[config.mk]
export PLATFORM = sky130hd
export DESIGN_NAME = drum_pad_to_midi_trigger
export DESIGN_NICKNAME = d
export VERILOG_FILES = /design/src/dpmt_pkg.sv /design/src/dpmt_alu.sv /design/src/drum_pad_to_midi_trigger.sv
export VERILOG_INCLUDE_DIRS = /design/src /design/src/src
export SDC_FILE = /design/constraint.sdc
export NUM_CORES = 2
export LEC_CHECK = 0
export BUFFER_PORTS_ARGS = -buffer_cell sky130_fd_sc_hd__buf_2
export CAP_MARGIN = 30
export CORE_MARGIN = 8
export CORE_UTILIZATION = 35
export DETAILED_ROUTE_END_ITERATION = 7
export SLEW_MARGIN = 5
export SYNTH_ARGS = -nofsm -noshare
export SYNTH_HDL_FRONTEND = slang
export SYNTH_SLANG_ARGS = --single-unit
[constraint.sdc]
create_clock -name aclk -period 8.2 [get_ports aclk]
set_input_delay 1.23 -clock aclk [delete_from_list [all_inputs] [get_ports aclk]]
set_output_delay 1.23 -clock aclk [all_outputs]
set_load 0.01 [all_outputs]
[src/assert_macros.svh]
// ----------------------------------------------------------------------------
// Assertion macros
// Shared concurrent assertion wrappers for the drum trigger block.
// ----------------------------------------------------------------------------
`ifndef ASSERT_MACROS_SVH
`define ASSERT_MACROS_SVH

`ifndef SYNTHESIS
`define ASSERT_CLK(label, clk, rst_n, prop, msg) \
    label: assert property (@(posedge clk) disable iff (!rst_n) prop) else $error(msg);
`define ASSERT_ALWAYS(label, clk, prop, msg) \
    label: assert property (@(posedge clk) prop) else $error(msg);
`else
`define ASSERT_CLK(label, clk, rst_n, prop, msg)
`define ASSERT_ALWAYS(label, clk, prop, msg)
`endif

`endif

[src/dpmt_pkg.sv]
// ----------------------------------------------------------------------------
// dpmt_pkg
// Types, constants and the pad note table of the drum pad trigger.
// ----------------------------------------------------------------------------
package dpmt_pkg;

    localparam int PAD_COUNT = 9;
    localparam int PAD_W = (PAD_COUNT > 1) ? $clog2(PAD_COUNT) : 1;
    localparam int TIME_W = 32;
    localparam int MS_W = 16;
    localparam int CNT_W = 5;
    localparam logic [CNT_W-1:0] RESULT_LIMIT = 5'd27;
    localparam int ADDR_W = 5;

    localparam logic [2:0] REG_MIDI_CHANNEL = 3'd0;
    localparam logic [2:0] REG_NORMAL_VEL = 3'd1;
    localparam logic [2:0] REG_ACCENT_VEL = 3'd2;
    localparam logic [2:0] REG_NOTE_LENGTH = 3'd3;
    localparam logic [2:0] REG_GUARD = 3'd4;
    localparam logic [2:0] REG_ACCENT_WIN = 3'd5;

    localparam logic [3:0] STATUS_NOTE_ON = 4'h9;
    localparam logic [3:0] STATUS_NOTE_OFF = 4'h8;

    typedef struct packed {
        logic [7:0] status;
        logic [6:0] note;
        logic [6:0] vel;
    } msg_t;

    typedef struct packed {
        logic [TIME_W-1:0] a;
        logic [TIME_W-1:0] b;
        logic              sub;
    } alu_req_t;

    function automatic logic [6:0] pad_note(input logic [PAD_W-1:0] pad);
        logic [6:0] n;
        case (pad)
            4'd0: n = 7'd49;
            4'd1: n = 7'd42;
            4'd2: n = 7'd44;
            4'd3: n = 7'd38;
            4'd4: n = 7'd50;
            4'd5: n = 7'd36;
            4'd6: n = 7'd47;
            4'd7: n = 7'd43;
            4'd8: n = 7'd51;
            default: n = 7'd0;
        endcase
        return n;
    endfunction

endpackage

[src/dpmt_alu.sv]
// ----------------------------------------------------------------------------
// dpmt_alu
// Shared 32-bit adder and unsigned comparator used by the guard, accent, note-on, guard-set and end steps.
// ----------------------------------------------------------------------------
module dpmt_alu (
    input  dpmt_pkg::alu_req_t           req,
    output logic [dpmt_pkg::TIME_W-1:0]  sum,
    output logic                         ge
);
    import dpmt_pkg::*;

    logic [TIME_W:0] full;

    assign full = {1'b0, req.a} + {1'b0, (req.sub ? ~req.b : req.b)}
                  + {{TIME_W{1'b0}}, req.sub};
    assign sum = full[TIME_W-1:0];
    assign ge = full[TIME_W];

endmodule

[src/drum_pad_to_midi_trigger.sv]
// ----------------------------------------------------------------------------
// drum_pad_to_midi_trigger
// Turns pad scans into MIDI note-on and note-off beats.
//
//   Channel  Ports                    Direction  Beat
//   s_       valid/ready + payload    in         one pad scan
//   m_       valid/ready + payload    out        one MIDI message
//   APB      psel/penable/pwrite/...  in/out     register access
//
// Per pad a scan runs the guard check, then the end check alone or the
// accent, note-off, note-on, guard-set and end steps; a flushing scan then
// visits every pad once more. A busy result side stalls the steps. The last
// message of a scan is held back one beat until the sequencer knows nothing
// follows it. Reset clears the registers and all pad state.
// ----------------------------------------------------------------------------
module drum_pad_to_midi_trigger (
    input  logic                               aclk,
    input  logic                               aresetn,
    input  logic                               s_valid,
    output logic                               s_ready,
    input  logic [dpmt_pkg::PAD_COUNT-1:0]     s_pad_bits,
    input  logic [dpmt_pkg::TIME_W-1:0]        s_time_ms,
    input  logic                               s_flush,
    output logic                               m_valid,
    input  logic                               m_ready,
    output logic [7:0]                         m_status_byte,
    output logic [6:0]                         m_note_number,
    output logic [6:0]                         m_velocity,
    output logic                               m_last_message,
    input  logic                               psel,
    input  logic                               penable,
    input  logic                               pwrite,
    input  logic [dpmt_pkg::ADDR_W-1:0]        paddr,
    input  logic [31:0]                        pwdata,
    output logic [31:0]                        prdata,
    output logic                               pready
);
    import dpmt_pkg::*;
    `include "assert_macros.svh"

    localparam logic [2:0] ST_IDLE  = 3'd0;
    localparam logic [2:0] ST_GUARD = 3'd1;
    localparam logic [2:0] ST_ACC   = 3'd2;
    localparam logic [2:0] ST_OFF1  = 3'd3;
    localparam logic [2:0] ST_ON    = 3'd4;
    localparam logic [2:0] ST_GSET  = 3'd5;
    localparam logic [2:0] ST_END   = 3'd6;
    localparam logic [2:0] ST_FLUSH = 3'd7;

    logic [3:0]        chan_reg;
    logic [6:0]        nvel_reg;
    logic [6:0]        avel_reg;
    logic [MS_W-1:0]   len_reg;
    logic [MS_W-1:0]   grdms_reg;
    logic [MS_W-1:0]   win_reg;

    logic [3:0]        state_reg, state_next;
    logic              done_reg, done_next;
    logic [PAD_W-1:0]  pad_reg, pad_next;
    logic [CNT_W-1:0]  cnt_reg, cnt_next;
    logic              acc_reg, acc_next;

    logic [PAD_COUNT-1:0] pads_reg;
    logic [TIME_W-1:0]    now_reg;
    logic                 flush_reg;

    logic [PAD_COUNT-1:0] was_reg;
    logic [PAD_COUNT-1:0] snd_reg;
    logic [TIME_W-1:0]    end_reg [PAD_COUNT];
    logic [TIME_W-1:0]    grd_reg [PAD_COUNT];
    logic [TIME_W-1:0]    prv_reg [PAD_COUNT];

    logic              pend_valid_reg, pend_valid_next;
    msg_t              pend_reg, pend_next;
    logic              m_valid_reg, m_valid_next;
    msg_t              out_reg, out_next;
    logic              out_last_reg, out_last_next;

    alu_req_t          alu_req;
    logic [TIME_W-1:0] alu_sum;
    logic              alu_ge;

    logic              emit_req;
    msg_t              emit_msg;
    logic              out_free;
    logic              can_emit;
    logic              stall;
    logic              push;
    logic              pressed;
    logic              pad_last;
    logic              wr_was, wr_snd, snd_val, wr_hit, wr_grd, clr_all;
    logic              cfg_wr;
    logic              in_fire;

    dpmt_alu u_alu (
        .req (alu_req),
        .sum (alu_sum),
        .ge  (alu_ge)
    );

    assign pready = 1'b1;
    assign cfg_wr = psel && penable && pwrite;

    always_ff @(posedge aclk) begin
        if (!aresetn) begin
            chan_reg  <= 4'd9;
            nvel_reg  <= 7'd100;
            avel_reg  <= 7'd120;
            len_reg   <= 16'd45;
            grdms_reg <= 16'd20;
            win_reg   <= 16'd120;
        end else if (cfg_wr) begin
            case (paddr[4:2])
                REG_MIDI_CHANNEL: chan_reg  <= pwdata[3:0];
                REG_NORMAL_VEL:   nvel_reg  <= pwdata[6:0];
                REG_ACCENT_VEL:   avel_reg  <= pwdata[6:0];
                REG_NOTE_LENGTH:  len_reg   <= pwdata[MS_W-1:0];
                REG_GUARD:        grdms_reg <= pwdata[MS_W-1:0];
                REG_ACCENT_WIN:   win_reg   <= pwdata[MS_W-1:0];
                default: ;
            endcase
        end
    end

    always_comb begin
        case (paddr[4:2])
            REG_MIDI_CHANNEL: prdata = {28'd0, chan_reg};
            REG_NORMAL_VEL:   prdata = {25'd0, nvel_reg};
            REG_ACCENT_VEL:   prdata = {25'd0, avel_reg};
            REG_NOTE_LENGTH:  prdata = {16'd0, len_reg};
            REG_GUARD:        prdata = {16'd0, grdms_reg};
            REG_ACCENT_WIN:   prdata = {16'd0, win_reg};
            default:          prdata = 32'd0;
        endcase
    end

    assign s_ready  = (state_reg == {1'b0, ST_IDLE});
    assign in_fire  = s_valid && s_ready;
    assign pressed  = pads_reg[pad_reg];
    assign pad_last = (pad_reg == PAD_W'(PAD_COUNT - 1));
    assign out_free = !m_valid_reg || m_ready;
    assign can_emit = !pend_valid_reg || out_free;

    always_comb begin
        alu_req.a   = now_reg;
        alu_req.b   = '0;
        alu_req.sub = 1'b0;
        case (state_reg[2:0])
            ST_GUARD: begin
                alu_req.b   = grd_reg[pad_reg];
                alu_req.sub = 1'b1;
            end
            ST_ACC: begin
                alu_req.b   = prv_reg[pad_reg];
                alu_req.sub = 1'b1;
            end
            ST_ON: alu_req.b = {{(TIME_W-MS_W){1'b0}}, len_reg};
            ST_GSET: alu_req.b = {{(TIME_W-MS_W){1'b0}}, grdms_reg};
            ST_END: begin
                alu_req.b   = end_reg[pad_reg];
                alu_req.sub = 1'b1;
            end
            default: ;
        endcase
    end

    always_comb begin
        state_next      = state_reg;
        done_next       = done_reg;
        pad_next        = pad_reg;
        cnt_next        = cnt_reg;
        acc_next        = acc_reg;
        pend_valid_next = pend_valid_reg;
        pend_next       = pend_reg;
        m_valid_next    = m_valid_reg && !m_ready;
        out_next        = out_reg;
        out_last_next   = out_last_reg;
        emit_req        = 1'b0;
        emit_msg.status = {STATUS_NOTE_OFF, chan_reg};
        emit_msg.note   = pad_note(pad_reg);
        emit_msg.vel    = 7'd0;
        wr_was          = 1'b0;
        wr_snd          = 1'b0;
        snd_val         = 1'b0;
        wr_hit          = 1'b0;
        wr_grd          = 1'b0;
        clr_all         = 1'b0;

        if (state_reg == {1'b0, ST_IDLE}) begin
            if (in_fire) begin
                state_next = {1'b0, ST_GUARD};
                pad_next   = '0;
                cnt_next   = '0;
            end
        end else if (done_reg) begin
            if (!pend_valid_reg) begin
                state_next = {1'b0, ST_IDLE};
                done_next  = 1'b0;
            end else if (out_free) begin
                m_valid_next    = 1'b1;
                out_next        = pend_reg;
                out_last_next   = 1'b1;
                pend_valid_next = 1'b0;
                state_next      = {1'b0, ST_IDLE};
                done_next       = 1'b0;
            end
        end else begin
            case (state_reg[2:0])
                ST_GUARD: begin
                    state_next = (pressed && !was_reg[pad_reg] && alu_ge) ?
                                 {1'b0, ST_ACC} : {1'b0, ST_END};
                end
                ST_ACC: begin
                    acc_next = (prv_reg[pad_reg] != '0) &&
                               (alu_sum <= {{(TIME_W-MS_W){1'b0}}, win_reg});
                    state_next = {1'b0, ST_OFF1};
                end
                ST_OFF1: begin
                    emit_req = snd_reg[pad_reg];
                    state_next = {1'b0, ST_ON};
                end
                ST_ON: begin
                    emit_req = 1'b1;
                    emit_msg.status = {STATUS_NOTE_ON, chan_reg};
                    emit_msg.vel = acc_reg ? avel_reg : nvel_reg;
                    wr_hit = 1'b1;
                    state_next = {1'b0, ST_GSET};
                end
                ST_GSET: begin
                    wr_grd = 1'b1;
                    state_next = {1'b0, ST_END};
                end
                ST_END: begin
                    emit_req = snd_reg[pad_reg] && alu_ge;
                    wr_snd   = snd_reg[pad_reg] && alu_ge;
                    wr_was   = 1'b1;
                    if (pad_last) begin
                        pad_next = '0;
                        if (flush_reg) begin
                            state_next = {1'b0, ST_FLUSH};
                        end else begin
                            done_next = 1'b1;
                        end
                    end else begin
                        pad_next   = pad_reg + 1'b1;
                        state_next = {1'b0, ST_GUARD};
                    end
                end
                ST_FLUSH: begin
                    emit_req = snd_reg[pad_reg] || was_reg[pad_reg];
                    if (pad_last) begin
                        clr_all   = 1'b1;
                        done_next = 1'b1;
                    end else begin
                        pad_next = pad_reg + 1'b1;
                    end
                end
                default: state_next = {1'b0, ST_IDLE};
            endcase
        end

        stall = emit_req && (cnt_reg != RESULT_LIMIT) && !can_emit;
        push  = emit_req && (cnt_reg != RESULT_LIMIT) && can_emit;

        if (stall) begin
            state_next = state_reg;
            done_next  = done_reg;
            pad_next   = pad_reg;
            wr_was     = 1'b0;
            wr_snd     = 1'b0;
            wr_hit     = 1'b0;
            clr_all    = 1'b0;
        end
        if (wr_hit) begin
            wr_snd  = 1'b1;
            snd_val = 1'b1;
        end
        if (push) begin
            cnt_next        = cnt_reg + 1'b1;
            pend_valid_next = 1'b1;
            pend_next       = emit_msg;
            if (pend_valid_reg) begin
                m_valid_next  = 1'b1;
                out_next      = pend_reg;
                out_last_next = 1'b0;
            end
        end
    end

    always_ff @(posedge aclk) begin
        if (!aresetn) begin
            state_reg      <= {1'b0, ST_IDLE};
            done_reg       <= 1'b0;
            pad_reg        <= '0;
            cnt_reg        <= '0;
            acc_reg        <= 1'b0;
            pend_valid_reg <= 1'b0;
            m_valid_reg    <= 1'b0;
        end else begin
            state_reg      <= state_next;
            done_reg       <= done_next;
            pad_reg        <= pad_next;
            cnt_reg        <= cnt_next;
            acc_reg        <= acc_next;
            pend_valid_reg <= pend_valid_next;
            m_valid_reg    <= m_valid_next;
        end
    end

    always_ff @(posedge aclk) begin
        pend_reg     <= pend_next;
        out_reg      <= out_next;
        out_last_reg <= out_last_next;
        if (in_fire) begin
            pads_reg  <= s_pad_bits;
            now_reg   <= s_time_ms;
            flush_reg <= s_flush;
        end
    end

    always_ff @(posedge aclk) begin
        if (!aresetn || clr_all) begin
            was_reg <= '0;
            snd_reg <= '0;
            for (int i = 0; i < PAD_COUNT; i++) begin
                end_reg[i] <= '0;
                grd_reg[i] <= '0;
                prv_reg[i] <= '0;
            end
        end else begin
            if (wr_was) begin
                was_reg[pad_reg] <= pressed;
            end
            if (wr_snd) begin
                snd_reg[pad_reg] <= snd_val;
            end
            if (wr_hit) begin
                prv_reg[pad_reg] <= now_reg;
                end_reg[pad_reg] <= alu_sum;
            end
            if (wr_grd) begin
                grd_reg[pad_reg] <= alu_sum;
            end
        end
    end

    assign m_valid        = m_valid_reg;
    assign m_status_byte  = out_reg.status;
    assign m_note_number  = out_reg.note;
    assign m_velocity     = out_reg.vel;
    assign m_last_message = out_last_reg;

    `ASSERT_CLK(a_pad_bound, aclk, aresetn, pad_reg <= PAD_W'(PAD_COUNT - 1), "pad index out of range")
    `ASSERT_CLK(a_cnt_bound, aclk, aresetn, cnt_reg <= RESULT_LIMIT, "message count over limit")
    `ASSERT_CLK(a_idle_clean, aclk, aresetn, s_ready |-> !pend_valid_reg, "held message while idle")
    `ASSERT_CLK(a_start_clean, aclk, aresetn, in_fire |=> (cnt_reg == '0 && !done_reg), "scan start not clean")
    `ASSERT_CLK(a_pend_counted, aclk, aresetn, pend_valid_reg |-> cnt_reg != '0, "held message not counted")

endmodule

== After elaboration in Yosys (flattened, before gate mapping) ==
Memories as Yosys holds them, arrays and structs flattened. A register that Yosys moved wholly into a read port is not among the register bits.
Cells that the tools add are included.
Storage, ports and cells
  bits in registers: 188
  RAM bits: 864
  memory bits (read-only): 96
  input bits: 86
  output and inout port bits: 58
  logic and storage cells: 220
  memories kept: 4
Memories
  end_reg: words 9, bits a word 32, read ports 1, clocked after Yosys merged registers in 1, wr ports 9, line drum_pad_to_midi_trigger.sv:69  | logic [TIME_W-1:0] end_reg [PAD_COUNT];
  grd_reg: words 9, bits a word 32, read ports 1, clocked after Yosys merged registers in 1, wr ports 9, line drum_pad_to_midi_trigger.sv:70  | logic [TIME_W-1:0] grd_reg [PAD_COUNT];
  prv_reg: words 9, bits a word 32, read ports 1, clocked after Yosys merged registers in 1, wr ports 9, line drum_pad_to_midi_trigger.sv:71  | logic [TIME_W-1:0] prv_reg [PAD_COUNT];
  (name not given): words 16, bits a word 6, read ports 1, clocked after Yosys merged registers in 1, wr ports 0, line dpmt_pkg.sv:39  | case (pad)
Operators by class
  $add $sub $neg: 4
  magnitude comparators: 3
  equal/unequal tests: 21
  muxes and demuxes: 110
  bitwise logic cells: 5
  reductions and logical operators: 47
Operator list (number)
  $pmux 32 s5: 1
  $mux 22: 6
  $mux 32: 4
  $pmux 16 s6: 1
  $reduce_or 32->1: 3
  $mux 4: 23
  $mux 1: 59
  $add 32x32->33: 1
  $add 33x1->33: 1
  $le 32x16->1: 1
  $not 32->32: 1
  $reduce_bool 32->1: 1
  $pmux 4 s7: 1
  $mux 5: 4
  $bwmux 9: 2
  $eq 3x3->1 const B: 6
  $reduce_and 2->1: 9
  $bmux 1 s4: 3
  $eq 3x2->1 const B: 4
  $logic_and 1x1->1: 12
  $ne 5x5->1 const B: 2
  $reduce_and 5->1: 2
  $pmux 4 s2: 1
  $mux 7: 1
  other kinds (24): 41

== Depth between registers and ports, before layout ==
  word-level depth: 18
  gate-level depth with buffers: 36
  depth with buffers taken out: 30

== Modules after synthesis ==
From an unflattened synthesis, not the netlist that was laid out.
Second synthesis, totals
  cell total of the unflattened synthesis: 4534
  area, all modules: 74956.9 um2
By module, submodules not included
  drum_pad_to_midi_trigger: instances 1, cells each 4234, area each 72856.1 um2, seq. area each 50468.4 um2
  dpmt_alu: instances 1, cells each 300, area each 2100.8 um2, seq. area each 0.0 um2

== Worst setup path before layout ==
Ideal clock, no wire load.
  path type: register -> register
  start point: register with a tool-made name
  end point: memory end_reg[10][0] (enable)
  arrival: 7.417 ns
  required time: 7.771 ns
  slack: 0.354 ns
  cell stages (with the launch flop): 25
  clock period less this slack: 7.846 ns
  path through: dfxtp_1 > buf_4 > buf_6 > buf_4 > buf_4 > clkbuf_1 > buf_1 > mux4_2 > mux4_2 > o21a_1 > o22ai_1 > ha_1 > clkbuf_1 > a21o_1 > a21o_1 > a21o_1 > a221o_1 > a22oi_1 > a21oi_1 > o21a_1 > o211ai_1 > and3_1 > clkbuf_1 > clkbuf_1 > and3_1
RTL lines (line)
  end, declared: drum_pad_to_midi_trigger.sv:69

==> impl_metrics.py <==
metrics = {
    "run_status": {
        "run_status": "finished clean",
    },
    "global_route": {
        "antenna_found_initial": 7,
        "grt_overflow_total": 0,
        "grt.total_usage_pct": 18.5,
        "grt_pass1_vias": 42000,
        "grt_max_degree": 92,
        "grt_pass1_wl_um": 305000,
    },
    "route": {
        "remaining_drc_errors": 0,
        "avgViaCountPerCell": 5.54,
        "drt_wl_total_um": 214000,
        "ant_nets": 0,
        "vias": 42400,
        "drt_iter0_drc": 5166,
        "avgRoutedWirePerCell_um": 28.0,
        "dr.pass1.iters": 6,
    },
    "die": {
        "ios": 144,
        "fp.dieH_um": 475,
        "core_um2": 209000,
        "die_x_um": 475,
        "dieArea_um2": 225000,
        "rows": 168,
        "start_util_pct": 35.2,
    },
    "layout": {
        "final_layout_size_suffix_gt1_share_pct": 24.1,
        "area_growth_pct": 14.8,
        "final_cell_area_um2": 84600,
        "final_util_pct": 40.4,
        "nNetsFinal": 4852,
        "fillCellCount": 18900,
    },
    "place": {
        "dp_hpwl_um": 132000,
        "routabilityCongestion": 0.882,
        "dpl_cell_area_um2": 79300,
        "portBuffers": 108,
    },
    "sta": {
        "rsz0062_at_grt": "no",
        "hold_violations": 0,
        "hold_slack_ps": 431,
        "fin_crit_sh_pct": 95.0,
        "period_minus_slack_ps": 7790,
        "tns_ps": 0,
        "slew_violations": 0,
        "worstMarginPinSlew_ps": 1010,
        "finClkSkew_ps": 34.3,
        "slew_headroom_pct": 33.0,
        "max_freq_mhz": 128,
        "finalSetupViolCount": 0,
    },
    "clocking": {
        "clk_latency_ps": 820,
        "root_buffer": "clkbuf_16",
        "clk_pin_slew_ps": 60,
        "cts_buffers": 168,
        "htreeDepth": 4,
        "clk_path_buf_depth": 3,
        "cts_tree": "done",
        "cts_sinks": 1723,
    },
    "setup_path": {
        "critPathArrivalTime_ps": 8550,
        "crit_type": "flop to flop",
        "critPathLaunchType": "flop",
        "end_kind": "flop",
        "crit_top_cell": "nor2_1",
        "critPathTopFamily": "simple AND/OR/NAND/NOR gates",
        "cp.required_ps": 8960,
        "cp_max_fo": 40,
        "cp_num_buf_inv": 3,
        "max_stage_delay_ps": 630,
        "worst_path_max_delay_cell": "dfxtp_4",
    },
    "logic_synthesis": {
        "synth_edf_count": 1596,
        "yosysWarnings": 0,
        "synthCells": 4533,
        "syn_area_um2": 73700,
        "avgSynthCellArea_um2": 16.3,
        "ys_seq_elements": 1723,
        "synth.distinct_cells": 72,
        "synth-main-ff-cell": "edfxtp_1",
        "ys_seq_area_share_pct": 68.5,
        "postSynth.asyncResetShare_pct": 0,
    },
    "power_and_ir_drop": {
        "powerDensity_nw_per_um2": 337,
        "power_frac_seq_pct": 40.6,
        "p_int_w": 0.0182,
        "power.leakage_nw": 29.0,
        "power.switching_w": 0.0104,
        "vdd_drop_max_uv": 237,
        "clkPwrFrac_pct": 26.3,
        "comb_power_share_pct": 33.1,
        "swShare_pct": 36.3,
        "p_total_w": 0.0285,
    },
    "min_path": {
        "hold_class": "flop to flop",
    },
    "run": {
        "drv_cap": 0,
    },
}
## per-layer routing
metal	global-route usage, %	vias to the layer above	share of wire (%)
met5	0	-	0.021
met4	5.28	6	2.7
met3	3.98	319	9.3
met2	28.7	2050	46
met1	26.4	22300	42
li1	-	17700	-
## power by group through the flow
stage	logic, W	registers, W	clock network, W
2_1_floorplan	0.00555	0.0116	0
3_3_place_gp	0.00919	0.0118	0
3_5_place_dp	0.00934	0.0118	0
4_1_cts	0.00939	0.0116	0.00761
5_1_grt	0.0100	0.0116	0.00794
6_report	0.00944	0.0116	0.00751
## worst paths after layout
kind	start	end	slack [ps]	depth (start not counted)
setup / recovery	flop	acc_reg	410	31
hold / removal	m_status_byte[7]	m_status_byte[7]	430	1
setup reg to reg	flop	acc_reg	410	31
hold reg to reg	m_status_byte[7]	m_status_byte[7]	430	1
## layout make-up
cell class | instances | area, um2 | area share, %
tap | 2805 | 3510 | 4.15
clock inverter | 79 | 738 | 0.872
inverter | 75 | 293 | 0.346
timing repair buffer | 341 | 3240 | 3.83
multi-input combinational | 2404 | 21900 | 25.9
clock buffer | 221 | 4450 | 5.26
sequential | 1723 | 50500 | 59.7
antenna | 1 | 2.50 | 0.00296
## stage by stage
step	instances	setup WS [ps]
finish	7649	409
global route	7649	97.3
CTS	7636	23.6
detailed placement	7335	-136
global placement	7331	-146
floorplan	4548	354
## repair_timing
action / in CTS / in global routing
gates cloned: 0 / 1
setup buffers: 1 / 8
setup endpoints to repair: 1 / 1
gates resized for setup: 2 / 4
hold buffers: 0 / 0
## Yosys cell counts, types with 8 or more instances
cell type / n / area (um2)
a211oi_1: 8 / 60.1
a21boi_0: 41 / 308
a21o_1: 21 / 158
a21oi_1: 55 / 275
a22oi_1: 22 / 165
and2_1: 263 / 1650
and3_1: 65 / 407
buf_1: 55 / 206
buf_2: 17 / 85.1
buf_4: 29 / 218
clkbuf_1: 243 / 912
dfxtp_1: 127 / 2540
edfxtp_1: 1596 / 47900
ha_1: 52 / 651
inv_1: 64 / 240
inv_2: 10 / 37.5
mux2_1: 16 / 180
mux2_2: 38 / 428
mux2i_1: 80 / 801
mux4_2: 472 / 10600
nand2_1: 219 / 822
nand2b_1: 10 / 62.6
nand3_1: 62 / 310
nand4_1: 8 / 50.1
nor2_1: 646 / 2420
nor2b_1: 37 / 231
nor3_1: 13 / 65.1
nor4_1: 14 / 87.6
o211ai_1: 9 / 67.6
o21a_1: 15 / 113
o21ai_0: 53 / 265
o21ai_1: 15 / 75.1
o22ai_1: 40 / 250
xnor2_1: 12 / 105
xor2_1: 14 / 123
## cells by family (layout without fill, tap and decap cells)
| group | count (synthesis) | in the layout | share of synthesized area [%] |
|---|---|---|---|
| DFF | 1723 | 1723 | 68.5 |
| and+or+nand+nor | 1362 | 1362 | 8.55 |
| muxes | 606 | 606 | 16.3 |
| buffers and inverters | 421 | 716 | 2.34 |
| AOI/OAI and AO/OA | 340 | 340 | 3.05 |
| adders and majority gates | 53 | 53 | 0.910 |
| xor gates and xnor gates | 26 | 26 | 0.309 |
| other | 2 | 18 | 0.0102 |
## layout by cell type, fill, tap and decap left out, types with 11 or more instances in the layout
cell       count
nor4_1        14
clkbuf_1      49
buf_4        153
dfxtp_1      122
nand3_1       46
mux4_2       472
a21boi_0      41
and3_1        50
edfxtp_1    1596
o21ai_1       15
inv_2         11
and2_1       262
a21o_1        21
nand3_2       16
nor2b_1       36
a22oi_1       22
buf_2        110
conb_1        17
clkinv_2      21
xor2_1        11
nor3_1        13
o21ai_0       53
mux2_1        16
nand2_2       11
clkinv_1      34
o21a_1        14
o22ai_1       40
inv_1         61
a21oi_1       53
mux2i_1       79
ha_1          52
nor2_1       645
buf_12        72
clkbuf_16    170
mux2_2        38
nand2_1      199
Power figures use the tool's default switching activity.
